==> config.mk <==
export PLATFORM = sky130hd
export DESIGN_NAME = clock_set_key_controller_core_flat
export DESIGN_NICKNAME = d
export VERILOG_FILES = /design/src/hdl/ckc_pkg.sv /design/src/hdl/ckc_if.sv /design/src/hdl/clock_set_key_controller_core.sv /design/src/hdl/ckc_step.sv /design/src/hdl/ckc_emit.sv /design/src/flat_wrapper.sv
export SDC_FILE = /design/constraint.sdc
export NUM_CORES = 1
export LEC_CHECK = 0
export BUFFER_PORTS_ARGS = -buffer_cell sky130_fd_sc_hd__buf_2
export CAP_MARGIN = 10
export CORE_MARGIN = 5
export CORE_UTILIZATION = 35
export DETAILED_ROUTE_END_ITERATION = 16
export PLACE_DENSITY = 0.64
export REMOVE_ABC_BUFFERS = 1
export SYNTH_ARGS = -nofsm -noshare
export SYNTH_HDL_FRONTEND = slang
export SYNTH_SLANG_ARGS = --single-unit
==> constraint.sdc <==
create_clock -name clk_i -period 4.78 [get_ports clk_i]
set_clock_uncertainty 0.05 [all_clocks]
set_input_delay 0.478 -clock clk_i [delete_from_list [all_inputs] [get_ports clk_i]]
set_output_delay 0.478 -clock clk_i [all_outputs]
set_load 0.005 [all_outputs]
==> src/hdl/ckc_pkg.sv <==
// ----------------------------------------------------------------------------
// ckc_pkg
// Shared types, codes and constants of the clock set key controller.
// ----------------------------------------------------------------------------
package ckc_pkg;

  localparam int unsigned ValW    = 6;
  localparam int unsigned ScreenW = 3;
  localparam int unsigned TgtW    = 3;
  localparam int unsigned DirtyW  = 4;
  localparam int unsigned WrW     = 5;   // hour, minute, second, month, day

  localparam logic [ValW:0]    HourLimit      = 7'd24;
  localparam logic [ValW:0]    MinuteLimit    = 7'd60;
  localparam logic [ValW:0]    MonthLimit     = 7'd13;
  localparam logic [ValW:0]    DayLimit       = 7'd32;
  localparam logic [ValW-1:0]  SecondOnMinute = 6'd30;
  localparam logic [ScreenW:0] ScreenCount    = 4'd5;

  typedef enum logic [1:0] {
    ACT_SET    = 2'd0,
    ACT_CHANGE = 2'd1,
    ACT_ENTER  = 2'd2,
    ACT_LOAD   = 2'd3
  } action_e;

  typedef enum logic [TgtW-1:0] {
    TGT_HOUR   = 3'd0,
    TGT_MINUTE = 3'd1,
    TGT_SECOND = 3'd2,
    TGT_MONTH  = 3'd3,
    TGT_DAY    = 3'd4
  } target_e;

  // Edit screens
  localparam logic [ScreenW-1:0] ScrHour   = 3'd1;
  localparam logic [ScreenW-1:0] ScrMinute = 3'd2;
  localparam logic [ScreenW-1:0] ScrMonth  = 3'd3;
  localparam logic [ScreenW-1:0] ScrDay    = 3'd4;

  // Dirty flag bits
  localparam int unsigned DirtyHour   = 0;
  localparam int unsigned DirtyMinute = 1;
  localparam int unsigned DirtyMonth  = 2;
  localparam int unsigned DirtyDay    = 3;

  // One decoded item, handed from the step logic to the emitter.
  typedef struct packed {
    logic [WrW-1:0]     wr_mask;  // bit order follows target_e
    logic [ValW-1:0]    hour;
    logic [ValW-1:0]    minute;
    logic [ValW-1:0]    month;
    logic [ValW-1:0]    day;
    logic               setting_mode;
    logic [ScreenW-1:0] screen;
    logic               show_date;
    logic               show_temp;
    logic               refresh;
  } job_t;

  // Raise a field by one, falling back to floor once the limit is reached.
  function automatic logic [ValW-1:0] raise_field(input logic [ValW-1:0] v,
                                                  input logic [ValW:0]   limit,
                                                  input logic [ValW-1:0] floor_v);
    logic [ValW:0] n;
    n = {1'b0, v} + 7'd1;
    if (n >= limit) begin
      return floor_v;
    end
    return n[ValW-1:0];
  endfunction

endpackage

==> src/hdl/ckc_if.sv <==
// ----------------------------------------------------------------------------
// ckc_in_if / ckc_out_if
// Valid/ready channels of the clock set key controller.
// ----------------------------------------------------------------------------
interface ckc_in_if;
  logic       valid;
  logic       ready;
  logic [1:0] action;
  logic [5:0] load_hour;
  logic [5:0] load_minute;
  logic [5:0] load_month;
  logic [5:0] load_day;

  modport source (output valid, action, load_hour, load_minute, load_month, load_day,
                  input ready);
  modport sink   (input valid, action, load_hour, load_minute, load_month, load_day,
                  output ready);
endinterface

interface ckc_out_if;
  logic       valid;
  logic       ready;
  logic       kind;
  logic [2:0] target_field;
  logic [5:0] write_value;
  logic       setting_mode;
  logic [2:0] screen;
  logic       show_date;
  logic       show_temp;
  logic       refresh;
  logic       last;

  modport source (output valid, kind, target_field, write_value, setting_mode, screen,
                  show_date, show_temp, refresh, last,
                  input ready);
  modport sink   (input valid, kind, target_field, write_value, setting_mode, screen,
                  show_date, show_temp, refresh, last,
                  output ready);
endinterface

==> src/hdl/clock_set_key_controller_core.sv <==
// ----------------------------------------------------------------------------
// clock_set_key_controller_core
// Three-key clock setting controller: screens, views, edit fields, chip writes.
// ----------------------------------------------------------------------------
//
//   channel  dir  handshake          beat contents
//   -------  ---  -----------------  ---------------------------------------
//   in_i     in   valid/ready        action, load_hour/minute/month/day
//   out_o    out  valid/ready        kind, target_field, write_value, status,
//                                    refresh, last
//
// Flow: an input beat is taken every cycle while the result side keeps up
//   and no write burst is pending. Each item gives one result beat, or one
//   to five chip write beats for an enter key with dirty fields; the result
//   register sends one beat a cycle while out_o.ready is high. Input reaches
//   the first result through the input register, then the result register.
// Reset: rst_ni clears the input/result valids and all controller state.
// Stalls: a held out_o.ready freezes the result register; the input register
//   then fills and in_i.ready drops until the last beat of the item leaves.
// ----------------------------------------------------------------------------
module clock_set_key_controller_core
  import ckc_pkg::*;
(
  input  logic      clk_i,
  input  logic      rst_ni,
  ckc_in_if.sink    in_i,
  ckc_out_if.source out_o
);

  // Decoded item travelling from the state update to the result register
  logic job_valid;
  logic job_ready;
  job_t job;

  ckc_step u_step (
    .clk_i       (clk_i),
    .rst_ni      (rst_ni),
    .in_i        (in_i),
    .job_valid_o (job_valid),
    .job_ready_i (job_ready),
    .job_o       (job)
  );

  ckc_emit u_emit (
    .clk_i       (clk_i),
    .rst_ni      (rst_ni),
    .job_valid_i (job_valid),
    .job_ready_o (job_ready),
    .job_i       (job),
    .out_o       (out_o)
  );

endmodule

==> src/hdl/ckc_step.sv <==
// ----------------------------------------------------------------------------
// ckc_step
// Input register, controller state and the per-key state update.
// ----------------------------------------------------------------------------
module ckc_step
  import ckc_pkg::*;
(
  input  logic          clk_i,
  input  logic          rst_ni,
  ckc_in_if.sink        in_i,
  output logic          job_valid_o,
  input  logic          job_ready_i,
  output job_t          job_o
);

  // Input register
  logic              in_v_q;
  action_e           act_q;
  logic [ValW-1:0]   ld_hour_q, ld_minute_q, ld_month_q, ld_day_q;

  // Controller state
  logic               mode_q, mode_d;
  logic [ScreenW-1:0] screen_q, screen_d;
  logic               date_q, date_d;
  logic               temp_q, temp_d;
  logic               any_q, any_d;
  logic [DirtyW-1:0]  dirty_q, dirty_d;
  logic [ValW-1:0]    hour_q, hour_d, minute_q, minute_d;
  logic [ValW-1:0]    month_q, month_d, day_q, day_d;

  logic               refresh;
  logic [WrW-1:0]     wr_mask;
  logic [ScreenW:0]   screen_inc;
  logic               advance;

  assign advance    = in_v_q && job_ready_i;
  assign in_i.ready = !in_v_q || job_ready_i;

  always_ff @(posedge clk_i or negedge rst_ni) begin
    if (!rst_ni) begin
      in_v_q <= 1'b0;
    end else if (in_i.ready) begin
      in_v_q <= in_i.valid;
    end
  end

  always_ff @(posedge clk_i) begin
    if (in_i.valid && in_i.ready) begin
      act_q       <= action_e'(in_i.action);
      ld_hour_q   <= in_i.load_hour;
      ld_minute_q <= in_i.load_minute;
      ld_month_q  <= in_i.load_month;
      ld_day_q    <= in_i.load_day;
    end
  end

  assign screen_inc = {1'b0, screen_q} + 4'd1;

  always_comb begin
    mode_d   = mode_q;
    screen_d = screen_q;
    date_d   = date_q;
    temp_d   = temp_q;
    any_d    = any_q;
    dirty_d  = dirty_q;
    hour_d   = hour_q;
    minute_d = minute_q;
    month_d  = month_q;
    day_d    = day_q;
    refresh  = 1'b0;
    wr_mask  = '0;
    unique case (act_q)
      ACT_SET: begin
        if (screen_inc >= ScreenCount) begin
          screen_d = '0;
          mode_d   = 1'b0;
          refresh  = 1'b1;
          any_d    = 1'b0;
          dirty_d  = '0;
        end else begin
          screen_d = screen_inc[ScreenW-1:0];
          mode_d   = 1'b1;
        end
      end
      ACT_CHANGE: begin
        if (!mode_q) begin
          date_d = !date_q;
        end else begin
          unique case (screen_q)
            ScrHour: begin
              hour_d = raise_field(hour_q, HourLimit, 6'd0);
              any_d  = 1'b1;
              dirty_d[DirtyHour] = 1'b1;
            end
            ScrMinute: begin
              minute_d = raise_field(minute_q, MinuteLimit, 6'd0);
              any_d    = 1'b1;
              dirty_d[DirtyMinute] = 1'b1;
            end
            ScrMonth: begin
              month_d = raise_field(month_q, MonthLimit, 6'd1);
              any_d   = 1'b1;
              dirty_d[DirtyMonth] = 1'b1;
            end
            ScrDay: begin
              day_d = raise_field(day_q, DayLimit, 6'd1);
              any_d = 1'b1;
              dirty_d[DirtyDay] = 1'b1;
            end
            default: ;
          endcase
        end
      end
      ACT_ENTER: begin
        if (!mode_q) begin
          temp_d = !temp_q;
        end else if (!any_q) begin
          mode_d   = 1'b0;
          screen_d = '0;
          refresh  = 1'b1;
        end else if (dirty_q != '0) begin
          any_d   = 1'b0;
          dirty_d = '0;
          wr_mask[TGT_HOUR]   = dirty_q[DirtyHour];
          wr_mask[TGT_MINUTE] = dirty_q[DirtyMinute];
          wr_mask[TGT_SECOND] = dirty_q[DirtyMinute];
          wr_mask[TGT_MONTH]  = dirty_q[DirtyMonth];
          wr_mask[TGT_DAY]    = dirty_q[DirtyDay];
        end
      end
      ACT_LOAD: begin
        hour_d   = ld_hour_q;
        minute_d = ld_minute_q;
        month_d  = ld_month_q;
        day_d    = ld_day_q;
      end
      default: ;
    endcase
  end

  always_ff @(posedge clk_i or negedge rst_ni) begin
    if (!rst_ni) begin
      mode_q   <= 1'b0;
      screen_q <= '0;
      date_q   <= 1'b0;
      temp_q   <= 1'b0;
      any_q    <= 1'b0;
      dirty_q  <= '0;
      hour_q   <= '0;
      minute_q <= '0;
      month_q  <= '0;
      day_q    <= '0;
    end else if (advance) begin
      mode_q   <= mode_d;
      screen_q <= screen_d;
      date_q   <= date_d;
      temp_q   <= temp_d;
      any_q    <= any_d;
      dirty_q  <= dirty_d;
      hour_q   <= hour_d;
      minute_q <= minute_d;
      month_q  <= month_d;
      day_q    <= day_d;
    end
  end

  // Writes carry the edit values as they stood; enter never alters them.
  assign job_valid_o         = in_v_q;
  assign job_o.wr_mask       = wr_mask;
  assign job_o.hour          = hour_q;
  assign job_o.minute        = minute_q;
  assign job_o.month         = month_q;
  assign job_o.day           = day_q;
  assign job_o.setting_mode  = mode_d;
  assign job_o.screen        = screen_d;
  assign job_o.show_date     = date_d;
  assign job_o.show_temp     = temp_d;
  assign job_o.refresh       = refresh;

endmodule

==> src/hdl/ckc_emit.sv <==
// ----------------------------------------------------------------------------
// ckc_emit
// Result register; walks the pending chip writes of one item, one per beat.
// ----------------------------------------------------------------------------
module ckc_emit
  import ckc_pkg::*;
(
  input  logic      clk_i,
  input  logic      rst_ni,
  input  logic      job_valid_i,
  output logic      job_ready_o,
  input  job_t      job_i,
  ckc_out_if.source out_o
);

  logic           job_v_q;
  job_t           job_q;
  logic [WrW-1:0] mask_q, mask_d;
  logic [WrW-1:0] pick;
  logic           is_last;
  logic           out_fire;

  assign pick     = mask_q & (~mask_q + 5'd1);   // lowest pending write
  assign mask_d   = mask_q & ~pick;
  assign is_last  = (mask_d == '0);
  assign out_fire = out_o.valid && out_o.ready;

  assign job_ready_o = !job_v_q || (out_fire && is_last);

  always_ff @(posedge clk_i or negedge rst_ni) begin
    if (!rst_ni) begin
      job_v_q <= 1'b0;
      mask_q  <= '0;
    end else if (job_ready_o) begin
      job_v_q <= job_valid_i;
      mask_q  <= job_valid_i ? job_i.wr_mask : '0;
    end else if (out_fire) begin
      mask_q  <= mask_d;
    end
  end

  always_ff @(posedge clk_i) begin
    if (job_ready_o && job_valid_i) begin
      job_q <= job_i;
    end
  end

  always_comb begin
    out_o.target_field = TGT_HOUR;
    out_o.write_value  = '0;
    case (1'b1)
      pick[TGT_HOUR]: begin
        out_o.target_field = TGT_HOUR;
        out_o.write_value  = job_q.hour;
      end
      pick[TGT_MINUTE]: begin
        out_o.target_field = TGT_MINUTE;
        out_o.write_value  = job_q.minute;
      end
      pick[TGT_SECOND]: begin
        out_o.target_field = TGT_SECOND;
        out_o.write_value  = SecondOnMinute;
      end
      pick[TGT_MONTH]: begin
        out_o.target_field = TGT_MONTH;
        out_o.write_value  = job_q.month;
      end
      pick[TGT_DAY]: begin
        out_o.target_field = TGT_DAY;
        out_o.write_value  = job_q.day;
      end
      default: ;
    endcase
  end

  assign out_o.valid        = job_v_q;
  assign out_o.kind         = (mask_q != '0);
  assign out_o.setting_mode = job_q.setting_mode;
  assign out_o.screen       = job_q.screen;
  assign out_o.show_date    = job_q.show_date;
  assign out_o.show_temp    = job_q.show_temp;
  assign out_o.refresh      = job_q.refresh;
  assign out_o.last         = is_last;

endmodule

==> src/flat_wrapper.sv <==
// flat-port wrapper written by rule: the top's interface ports become plain ports
module clock_set_key_controller_core_flat import ckc_pkg::*;
  (clk_i, rst_ni, in_i_valid, in_i_action, in_i_load_hour, in_i_load_minute, in_i_load_month, in_i_load_day, in_i_ready, out_o_valid, out_o_kind, out_o_target_field, out_o_write_value, out_o_setting_mode, out_o_screen, out_o_show_date, out_o_show_temp, out_o_refresh, out_o_last, out_o_ready);
  ckc_in_if in_i_i ();
  ckc_out_if out_o_i ();
  input  logic clk_i;
  input  logic rst_ni;
  input wire logic [$bits(in_i_i.valid)-1:0] in_i_valid;
  input wire logic [$bits(in_i_i.action)-1:0] in_i_action;
  input wire logic [$bits(in_i_i.load_hour)-1:0] in_i_load_hour;
  input wire logic [$bits(in_i_i.load_minute)-1:0] in_i_load_minute;
  input wire logic [$bits(in_i_i.load_month)-1:0] in_i_load_month;
  input wire logic [$bits(in_i_i.load_day)-1:0] in_i_load_day;
  output wire logic [$bits(in_i_i.ready)-1:0] in_i_ready;
  output wire logic [$bits(out_o_i.valid)-1:0] out_o_valid;
  output wire logic [$bits(out_o_i.kind)-1:0] out_o_kind;
  output wire logic [$bits(out_o_i.target_field)-1:0] out_o_target_field;
  output wire logic [$bits(out_o_i.write_value)-1:0] out_o_write_value;
  output wire logic [$bits(out_o_i.setting_mode)-1:0] out_o_setting_mode;
  output wire logic [$bits(out_o_i.screen)-1:0] out_o_screen;
  output wire logic [$bits(out_o_i.show_date)-1:0] out_o_show_date;
  output wire logic [$bits(out_o_i.show_temp)-1:0] out_o_show_temp;
  output wire logic [$bits(out_o_i.refresh)-1:0] out_o_refresh;
  output wire logic [$bits(out_o_i.last)-1:0] out_o_last;
  input wire logic [$bits(out_o_i.ready)-1:0] out_o_ready;
  assign in_i_i.valid = in_i_valid;
  assign in_i_i.action = in_i_action;
  assign in_i_i.load_hour = in_i_load_hour;
  assign in_i_i.load_minute = in_i_load_minute;
  assign in_i_i.load_month = in_i_load_month;
  assign in_i_i.load_day = in_i_load_day;
  assign in_i_ready = in_i_i.ready;
  assign out_o_valid = out_o_i.valid;
  assign out_o_kind = out_o_i.kind;
  assign out_o_target_field = out_o_i.target_field;
  assign out_o_write_value = out_o_i.write_value;
  assign out_o_setting_mode = out_o_i.setting_mode;
  assign out_o_screen = out_o_i.screen;
  assign out_o_show_date = out_o_i.show_date;
  assign out_o_show_temp = out_o_i.show_temp;
  assign out_o_refresh = out_o_i.refresh;
  assign out_o_last = out_o_i.last;
  assign out_o_i.ready = out_o_ready;
  clock_set_key_controller_core u_core (.clk_i(clk_i), .rst_ni(rst_ni), .in_i(in_i_i), .out_o(out_o_i));
endmodule
**Word level (Yosys, flattened, before mapping)**

Cells that the tools add are included.

- $add $sub $neg: 6
- Order comparisons: 5
- Equality and inequality tests: 17
- Muxes and demuxes: 86
- Bitwise logic cells: 4
- Reductions and logical operators: 27

Operators by type and width:

| kind | number |
|---|---|
| 2-to-1 mux 6 bit | 21 |
| one-hot mux 6 bit (2 select lines) | 4 |
| 2-to-1 mux 1 bit | 36 |
| 2-to-1 mux 5 bit | 7 |
| AND reduction 8 bit | 4 |
| adder 6 x 1 -> 7 bit, second input constant | 4 |
| 2-to-1 mux 3 bit | 8 |
| 2-to-1 mux 4 bit | 5 |
| AND reduction 4 bit | 4 |
| >= comparator 7 x 6 -> 1 bit, second input constant | 2 |
| inequality test 2 bit, second input constant | 7 |
| one-hot mux 4 bit (3 select lines) | 1 |
| bitwise AND 5 bit | 2 |
| NOT 5 bit | 2 |
| >= comparator 7 x 4 -> 1 bit, second input constant | 1 |
| >= comparator 7 x 5 -> 1 bit, second input constant | 1 |
| equality test 3 x 2 -> 1 bit, second input constant | 2 |
| inequality test 2 x 1 -> 1 bit, second input constant | 3 |
| one-hot mux 3 bit (2 select lines) | 1 |
| AND reduction 6 bit | 1 |
| adder 5 x 1 -> 5 bit, second input constant | 1 |
| logical NOT 5 bit | 1 |
| nonzero test 5 bit | 1 |
| adder 3 x 1 -> 4 bit, second input constant | 1 |
| 15 further kinds | 25 |

- Register bits after elaboration: 99
- Word-level logic and storage cells: 175

**Longest topological paths before layout**

Gate-level depths: netlist of run 1.

- Depth in word-level cells: 10
- Depth in mapped cells: 9

**Modules after synthesis**

From an unflattened synthesis of run 1, not the netlist that was laid out.

- Cell total of the unflattened synthesis: 446
- Area, all modules: 4969.8 µm²

Modules (own cells, without submodules):

| module | times used | cells each | area each (µm²) | sequential area each (µm²) |
|---|---|---|---|---|
| ckc_step | 1 | 333 | 3399.5 | 1681.6 |
| ckc_emit | 1 | 113 | 1570.3 | 1081.0 |

**Least setup slack after synthesis of run 1**

OpenSTA, ideal clock, no wires.

- Kind: register -> register
- Start: register u_core.u_emit.mask_q[1]
- End: register u_core.u_step.act_q[0] (enable)
- Arrival: 1.863 ns
- Required time: 4.345 ns
- Path slack: 2.482 ns
- Cell stages (with the launch flop): 7
- Cells stage by stage: dfrtp_1 -> buf_6 -> a211oi_2 -> nor2_1 -> o21a_1 -> nand2_1 -> and2_1

- Longest elaborated chain between the ends: 10

RTL lines:

| what | RTL line | RTL |
|---|---|---|
| start: declaration | ckc_emit.sv:18 | `logic [WrW-1:0] mask_q, mask_d;` |
| start signal: assignment | ckc_emit.sv:36 | `mask_q <= job_valid_i ? job_i.wr_mask : '0;` |
| start signal: assignment | ckc_emit.sv:38 | `mask_q <= mask_d;` |
| NOT 5 bit | ckc_emit.sv:23 | `assign pick = mask_q & (~mask_q + 5'd1);` |
| adder 5 x 1 -> 5 bit | ckc_emit.sv:23 |  |
| bitwise AND 5 bit | ckc_emit.sv:23 |  |
| NOT 5 bit | ckc_emit.sv:24 | `assign mask_d = mask_q & ~pick;` |
| bitwise AND 5 bit * | ckc_emit.sv:24 |  |
| logical NOT 5 bit * | ckc_emit.sv:25 | `assign is_last = (mask_d == '0);` |
| logical AND 1 bit * | ckc_emit.sv:28 | `assign job_ready_o = !job_v_q \|\| (out_fire && is_last);` |
| logical OR 1 bit * | ckc_emit.sv:28 |  |
| logical OR 1 bit * | ckc_step.sv:37 | `assign in_i.ready = !in_v_q \|\| job_ready_i;` |
| net in_i_ready | flat_wrapper.sv:14 | `output wire logic [$bits(in_i_i.ready)-1:0] in_i_ready;` |
| logical AND 1 bit * | ckc_step.sv:48 | `if (in_i.valid && in_i.ready) begin` |
| end signal: assignment | ckc_step.sv:49 | `act_q <= action_e'(in_i.action);` |
| end: declaration | ckc_step.sv:18 | `action_e act_q;` |

Mark *: on every way through the listed nets, which the timed path passes. The rest lies on a longest branch.
A chain may end at the register's enable or synchronous reset.

**Worst setup path after layout of run 1**

- Start: register u_core.u_emit.mask_q[2]
- End: register u_core.u_step.ld_hour_q[1] (enable)

- Longest elaborated chain between the ends: 10

RTL lines:

| what | RTL line | RTL |
|---|---|---|
| NOT 5 bit | ckc_emit.sv:23 |  |
| adder 5 x 1 -> 5 bit | ckc_emit.sv:23 |  |
| bitwise AND 5 bit | ckc_emit.sv:23 |  |
| NOT 5 bit | ckc_emit.sv:24 |  |
| bitwise AND 5 bit * | ckc_emit.sv:24 |  |
| logical NOT 5 bit * | ckc_emit.sv:25 |  |
| logical AND 1 bit * | ckc_emit.sv:28 |  |
| logical OR 1 bit * | ckc_emit.sv:28 |  |
| logical OR 1 bit * | ckc_step.sv:37 |  |
| logical AND 1 bit * | ckc_step.sv:48 |  |
| end signal: assignment | ckc_step.sv:50 | `ld_hour_q <= in_i.load_hour;` |
| end: declaration | ckc_step.sv:19 | `logic [ValW-1:0] ld_hour_q, ld_minute_q, ld_month_q, ld_day_q;` |

Every way passes the cells marked *; elsewhere a longest branch is shown, timed or not.

==> results of run 1 <==
## sequential cells by signal (all words and copies together) (netlist names), 2 cells and up
signal,cells
u_core.u_step.month_q,6
u_core.u_step.ld_day_q,6
u_core.u_step.act_q,2
u_core.u_step.day_q,6
u_core.u_step.hour_q,6
u_core.u_step.ld_month_q,6
u_core.u_emit.mask_q,5
u_core.u_step.screen_q,3
u_core.u_step.ld_hour_q,6
u_core.u_emit.out_o.screen,3
u_core.u_step.ld_minute_q,6
u_core.u_step.dirty_q,4
u_core.u_emit.job_q,24
u_core.u_step.minute_q,6
## synthesized netlist by cell type (all sizes together), types with 3 or more instances
| master | instances | share of area (%) |
|---|---|---|
| mux2i | 6 | 1.2 |
| inv | 23 | 1.8 |
| dfrtp | 42 | 21 |
| a31o | 3 | 0.53 |
| nand4 | 6 | 0.76 |
| xnor2 | 3 | 0.53 |
| o22ai | 5 | 0.76 |
| clkbuf | 12 | 0.91 |
| a41oi | 6 | 1.1 |
| o21ai | 27 | 2.7 |
| a221o | 4 | 0.81 |
| a22o | 8 | 1.4 |
| nor4 | 4 | 0.81 |
| o211ai | 3 | 0.46 |
| nor2b | 5 | 0.63 |
| nand2b | 7 | 0.89 |
| nand3 | 18 | 2.1 |
| a21o | 3 | 0.46 |
| a211oi | 5 | 1.1 |
| nand2 | 40 | 3.1 |
| a21oi | 19 | 1.9 |
| a31oi | 7 | 1.0 |
| nor3 | 9 | 1.2 |
| o2bb2ai | 4 | 0.71 |
| ha | 15 | 3.8 |
| nor2 | 23 | 1.8 |
| and2 | 3 | 0.38 |
| buf | 13 | 2.0 |
| a21boi | 5 | 0.84 |
| edfxtp | 57 | 35 |
| a32o | 3 | 0.61 |
| a22oi | 9 | 1.5 |
## kinds of logic after synthesis
| group | count (synthesis) | synth area share (%) |
|---|---|---|
| AOI/OAI and AO/OA | 130 | 19.8 |
| xor gates and xnor gates | 5 | 0.888 |
| adders and majority gates | 15 | 3.81 |
| buffers and inverters | 49 | 4.70 |
| DFF | 99 | 56.0 |
| muxes | 6 | 1.22 |
| and+or+nand+nor | 126 | 13.5 |
## placed cells by master (no fill, tap or decap), drive strengths merged, types with 3 or more instances in the layout
cell type,n
a211oi,5
a21boi,5
a21o,3
a21oi,19
a221o,4
a22o,8
a22oi,9
a31o,3
a31oi,7
a32o,3
a41oi,6
and2,3
buf,51
clkbuf,9
clkinv,5
dfrtp,42
edfxtp,57
ha,15
inv,23
mux2i,6
nand2,40
nand2b,7
nand3,18
nand4,6
nor2,23
nor2b,5
nor3,9
nor4,4
o211ai,3
o21ai,27
o22ai,5
o2bb2ai,4
xnor2,3
## power by group
group / internal, uW / leakage, uW / total (uW) / switching, uW
registers: 1140 / 0.00109 / 1370 / 232
logic: 297 / 0.00100 / 664 / 367
clock network: 457 / 0.000151 / 773 / 316
## final cells by class
class | count | area [um^2] | area share, %
multi-input combinational | 282 | 1940 | 34.6
clock inverter | 7 | 92.6 | 1.66
tap | 180 | 225 | 4.03
inverter | 24 | 90.1 | 1.61
sequential | 99 | 2760 | 49.4
clock buffer | 9 | 225 | 4.03
timing repair buffer | 51 | 260 | 4.65
## path summary, 6_finish.rpt
check	slack, ps	end	start
worst max-delay path	1940	u_core.u_step.ld_hour_q[1]	u_core.u_emit.mask_q[2]
worst min-delay path	260	u_core.u_step.day_q[4]	rst_ni
worst max register to register	1940	u_core.u_step.ld_hour_q[1]	u_core.u_emit.mask_q[2]
worst min register to register	440	u_core.u_step.date_q	u_core.u_step.date_q
max in group asynchronous	3790	u_core.u_step.dirty_q[1]	rst_ni
min in group clk_i	260	u_core.u_step.ld_month_q[3]	in_i_load_month[3]
## worst reg2reg max path, delay by kind of cell, from the launching register on
kind / cells / cell delay [ps]
buffers and inverters: 1 / 290
DFF: 1 / 560
AOI/OAI and AO/OA: 2 / 590
and+or+nand+nor: 3 / 1060
## metrics by stage
| stage | hold slack, ps | instances | worst slack (ps) | util, % | area (um^2) |
|---|---|---|---|---|---|
| 2_1_floorplan | 132 | 405 | 2370 | - | 4790 |
| 3_3_place_gp | 421 | 636 | 2000 | 38.1 | 5270 |
| 3_5_place_dp | 426 | 636 | 1900 | 38.1 | 5270 |
| 4_1_cts | 238 | 652 | 1880 | 40.4 | 5590 |
| 5_1_grt | 243 | 652 | 1650 | 40.4 | 5590 |
| 6_report | 255 | 652 | 1940 | 40.4 | 5590 |
## layer usage
| metal | track usage, % | wire (um) | vias to the layer above |
|---|---|---|---|
| li1 | - | - | 1705 |
| met1 | 18.5 | 4880 | 1670 |
| met2 | 20.5 | 4890 | 91 |
| met3 | 2.57 | 445 | 16 |
| met4 | 6.30 | 268 | 0 |
| met5 | 0 | 0 | - |
==> metrics, run 1 <==
CP max stage delay 850 ps; die area ~17000 um^2; worst slew pin tran 1080 ps; htree depth 3; CP delay by family, top simple AND/OR/NAND/NOR gates; TritonCTS clock tree yes; detailed-route wire length per cell about 16 um; Die Y 129 um; final slew viol count 0; Post-Route WL 10.5 mm; Area Overhead vs Synth 13.4%; DRT antenna net count 0; clock-pin slew on the worst setup and hold paths 70 ps; FP Rows 43; final hold vios 0; Crit Path Max Fanout 22; minimum clock period ~2800 ps; fmax 352 MHz; clock latency at the later pin of the worst-skew pair ~340 ps; first-pass detailed-route iteration total 4; HP Class in -> async; CP Cell Sequence a211oi_2, nor2_1, o21a_1, nand2_1, and2_1, buf_4; RSZ-0062 raised after global routing false; DR DRC count 0; Synth Flop Type edfxtp_1; mapped cell area 4930 um^2; largest net degree at the start of global routing 43; PD cells 502 nW/um^2; initial detailed-routing violation count 401; core area 13800 um^2; Overall Power 2810 uW; Post-synth EDFFs 57; Synthesis Warnings 0; first-pass GRT wire length 17.7 mm; synthesized area per cell 11.5 um^2; fraction of layout cells with a size suffix above 1 a little under a fifth; P_leak between 0.002 and 0.0025 uW; Inserted Diodes 0; status finished, final reports clean; Via-to-Cell Ratio about 5.3; Post-CTS Setup Inserts 0; final setup fails 0; max cap viols 0; RePlAce Congestion 0.864; CP Data Arrival Time around 2900 ps; setup_tns 0 ps; buffer and inverter count on the worst path 1; HPWL Detailed between 7 and 8 mm; critical setup path kind reg -> reg; overflow left after global routing 0; DR vias 3482; CTS Sinks 99; Seq/Total Area, Yosys a little under three fifths; relative slew slack 28.3%; CTS root buffer clkbuf_16; vias in the first global route 3449; final net count 512; initial antenna violation count 0; I/O Buffers 49; cts hold-fix bufs 0; gr usage total 13.5%; critical-path cell with the highest stage delay and2_1; Period Utilization, post-route 59.4%; CP Depth 6; Starting Density 35.7%; crit start category flop; worst reg2reg path depth 6; CTS Buf Count 9; ys async rst share 42.4%; Yosys cell types 71; die width between 100 and 150 um; maximum vdd drop 203 uV; clock buffer depth 2; CP endpoint kind flop; Synth Register Bits 99; # fillers ~1300; Data required, critical path 4790 ps; Syn Inst Count 430; total I/O pin count 50; cts repair resizes 0
Note: power is estimated with default switching activity, not from simulation.
==> run 2, diff against run 1 <==
--- a/config.mk
+++ b/config.mk
@@ -5,6 +5,7 @@
 export SDC_FILE = /design/constraint.sdc
 export NUM_CORES = 1
 export LEC_CHECK = 0
+export ABC_AREA = 1
 export BUFFER_PORTS_ARGS = -buffer_cell sky130_fd_sc_hd__buf_2
 export CAP_MARGIN = 10
 export CORE_MARGIN = 5
==> constraint.sdc (replaced) <==
create_clock -name clk_i -period 2.9 [get_ports clk_i]
set_clock_uncertainty 0.05 [all_clocks]
set_input_delay 0.29 -clock clk_i [delete_from_list [all_inputs] [get_ports clk_i]]
set_output_delay 0.29 -clock clk_i [all_outputs]
set_load 0.005 [all_outputs]
==> run 2 against run 1 <==
Net effect: count of clock-buffer cells in the layout is 2 higher; area after synthesis up 0.15%; first-iteration DRC count down 10%; worst hold slack got worse by 190 ps; total power up 98%; global-route usage about the same; highest routed layer unchanged.
==> metrics, run 2 <==
final net count about 650; RSZ-0062 raised after global routing false; most frequent cells in the layout nand2_1 (196), edfxtp_1 (57), nand3_1 (53); total I/O pin count 50; CP Data Arrival Time 2140 ps; final slew viol count 0; Area Overhead vs Synth 14.8%; Period Utilization, post-route 85.4%; status finished, final reports clean; gr usage total ~13%; TritonCTS clock tree yes; overflow left after global routing 0; Seq/Total Area, Yosys 56.0%; setup_tns 0 ps; RePlAce Congestion 0.905; HP Class in -> reg; worst slew pin tran 1020 ps; r2r endpoint u_core.u_emit.job_q[27]; Yosys cell types 33; worst reg2reg path depth 8; mapped cell area around 4900 um^2; Data required, critical path 2560 ps; DR DRC count 0; synthesized area per cell about 9 um^2; critical setup path kind reg -> out; Synth Flop Type edfxtp_1; HPWL Detailed 7.61 mm; Post-synth EDFFs 57; Syn Inst Count 556; setup ws final 424 ps; final hold vios 0; worst reg2reg startpoint u_core.u_emit.mask_q[0]; CTS root buffer clkbuf_16; largest net degree at the start of global routing 43; Die Y between 100 and 150 um; I/O Buffers between 40 and 50; max cap viols 0; max reg flops 24; initial antenna violation count 0; Post-CTS Setup Inserts 0; Place WS 714 ps; Synth area leaders edfxtp_1 (35%), dfrtp_1 (21%), nand2_1 (15%), nand3_1 (5.4%), inv_1 (3.9%); first-pass detailed-route iteration total 7; Inserted Diodes 0; Synthesis Warnings 0; CP endpoint kind output port; cell accounting for the most synthesized area edfxtp_1; clock latency at the later pin of the worst-skew pair about 350 ps; maximum vdd drop about 310 uV; detailed-route wire length per cell 13.3 um; cts hold-fix bufs 0; first-pass GRT wire length 17.7 mm; clock-pin slew on the worst setup and hold paths 70 ps; crit start category flop; initial detailed-routing violation count 360; minimum clock period 2480 ps; hold slack roughly 64 ps; Min-Delay Endpoint u_core.u_step.ld_month_q[0]; CTS Sinks 99; relative slew slack approximately a third; Starting Density a little over a third; die area 16600 um^2; final setup fails 0; Worst Hold Depth 1; FP Rows 43; P_leak about 0.0027 uW; worst min-delay path startpoint in_i_load_month[0]; core area ~14000 um^2; Via-to-Cell Ratio slightly below 5; R2R Setup Slk 710 ps; commonest non-fill, non-tap cell in the layout nand2_1; vias in the first global route 3700; fmax 404 MHz; ys async rst share 42.4%; PD cells 979 nW/um^2; Top reg by flops u_core.u_emit.job_q; DRT antenna net count 0; post-synth top area share 34.7%; die width 129 um; cts repair resizes 0; DR vias 3877; dominant cell by count in the synthesized netlist nand2_1; Synth Register Bits 99; CTS Buf Count 9; clock buffer depth 2; htree depth 3; Crit Path Max Fanout 11; Post-Route WL 10.6 mm; Post-synth top cells nand2_1 (196), edfxtp_1 (57), nand3_1 (53); fraction of layout cells with a size suffix above 1 13.6%
## run 2: kinds of logic after synthesis
group	share of synthesized area, %
AND/OR/NAND/NOR	28.1
flip-flops	56.0
buffers and inverters	5.90
AO/OA/AOI/OAI	5.22
adder cells (fa/ha/maj)	3.80
XOR/XNOR	1.06
## run 2: routing by layer
metal | vias to the layer above | part of all wire (%) | global-route usage (%)
met5 | - | 0 | 0
met4 | 0 | 2.3 | 6.18
met3 | 15 | 5.2 | 2.57
met2 | 107 | 46 | 20.9
met1 | 1821 | 46 | 18.3
li1 | 1934 | - | -
## run 2: worst max-delay path: stages, from the launching register on
cell,delay [ps]
dfrtp_1,520
nor2_4,210
nand2_1,80
nor2_1,460
a221oi_1,210
nand3_1,170
buf_2,130
## run 2: area by class of cell
class	instances	area (um^2)
multi-input cells	389	1880
well taps	180	225
repair buffers	55	303
flip-flops and latches	99	2760
inverters	53	199
fillers	1393	8210
clock buffers	11	243
clock inverters	5	53.8
## run 2: worst max-delay path by stage
stage / start / end / slack (ps) / cells after the start
floorplan: u_core.u_emit.mask_q[0] / u_core.u_emit.job_q[10] / 690 / 7
global placement: u_core.u_emit.mask_q[0] / u_core.u_emit.job_q[17] / 800 / 8
detailed placement: u_core.u_emit.mask_q[0] / u_core.u_emit.job_q[24] / 710 / 8
CTS: u_core.u_emit.mask_q[0] / out_o_write_value[4] / 470 / 6
global route: u_core.u_emit.mask_q[0] / out_o_write_value[4] / 320 / 6
finish: u_core.u_emit.mask_q[0] / out_o_write_value[4] / 420 / 6
## run 2: metrics by stage
stage,utilization [%],instances,total power (uW),instance area [um^2]
after detailed placement,38.7,776,4390,5370
after floorplan,-,541,3690,4840
final,40.8,792,5550,5670
after global placement,38.7,776,4320,5370
after CTS,40.8,792,5610,5670
after global routing,40.8,792,6000,5670
## run 2: power by group
group	total [uW]	internal (uW)	switching, uW
sequential	2510	2100	409
combinational	1850	683	1160
clock	1190	689	501
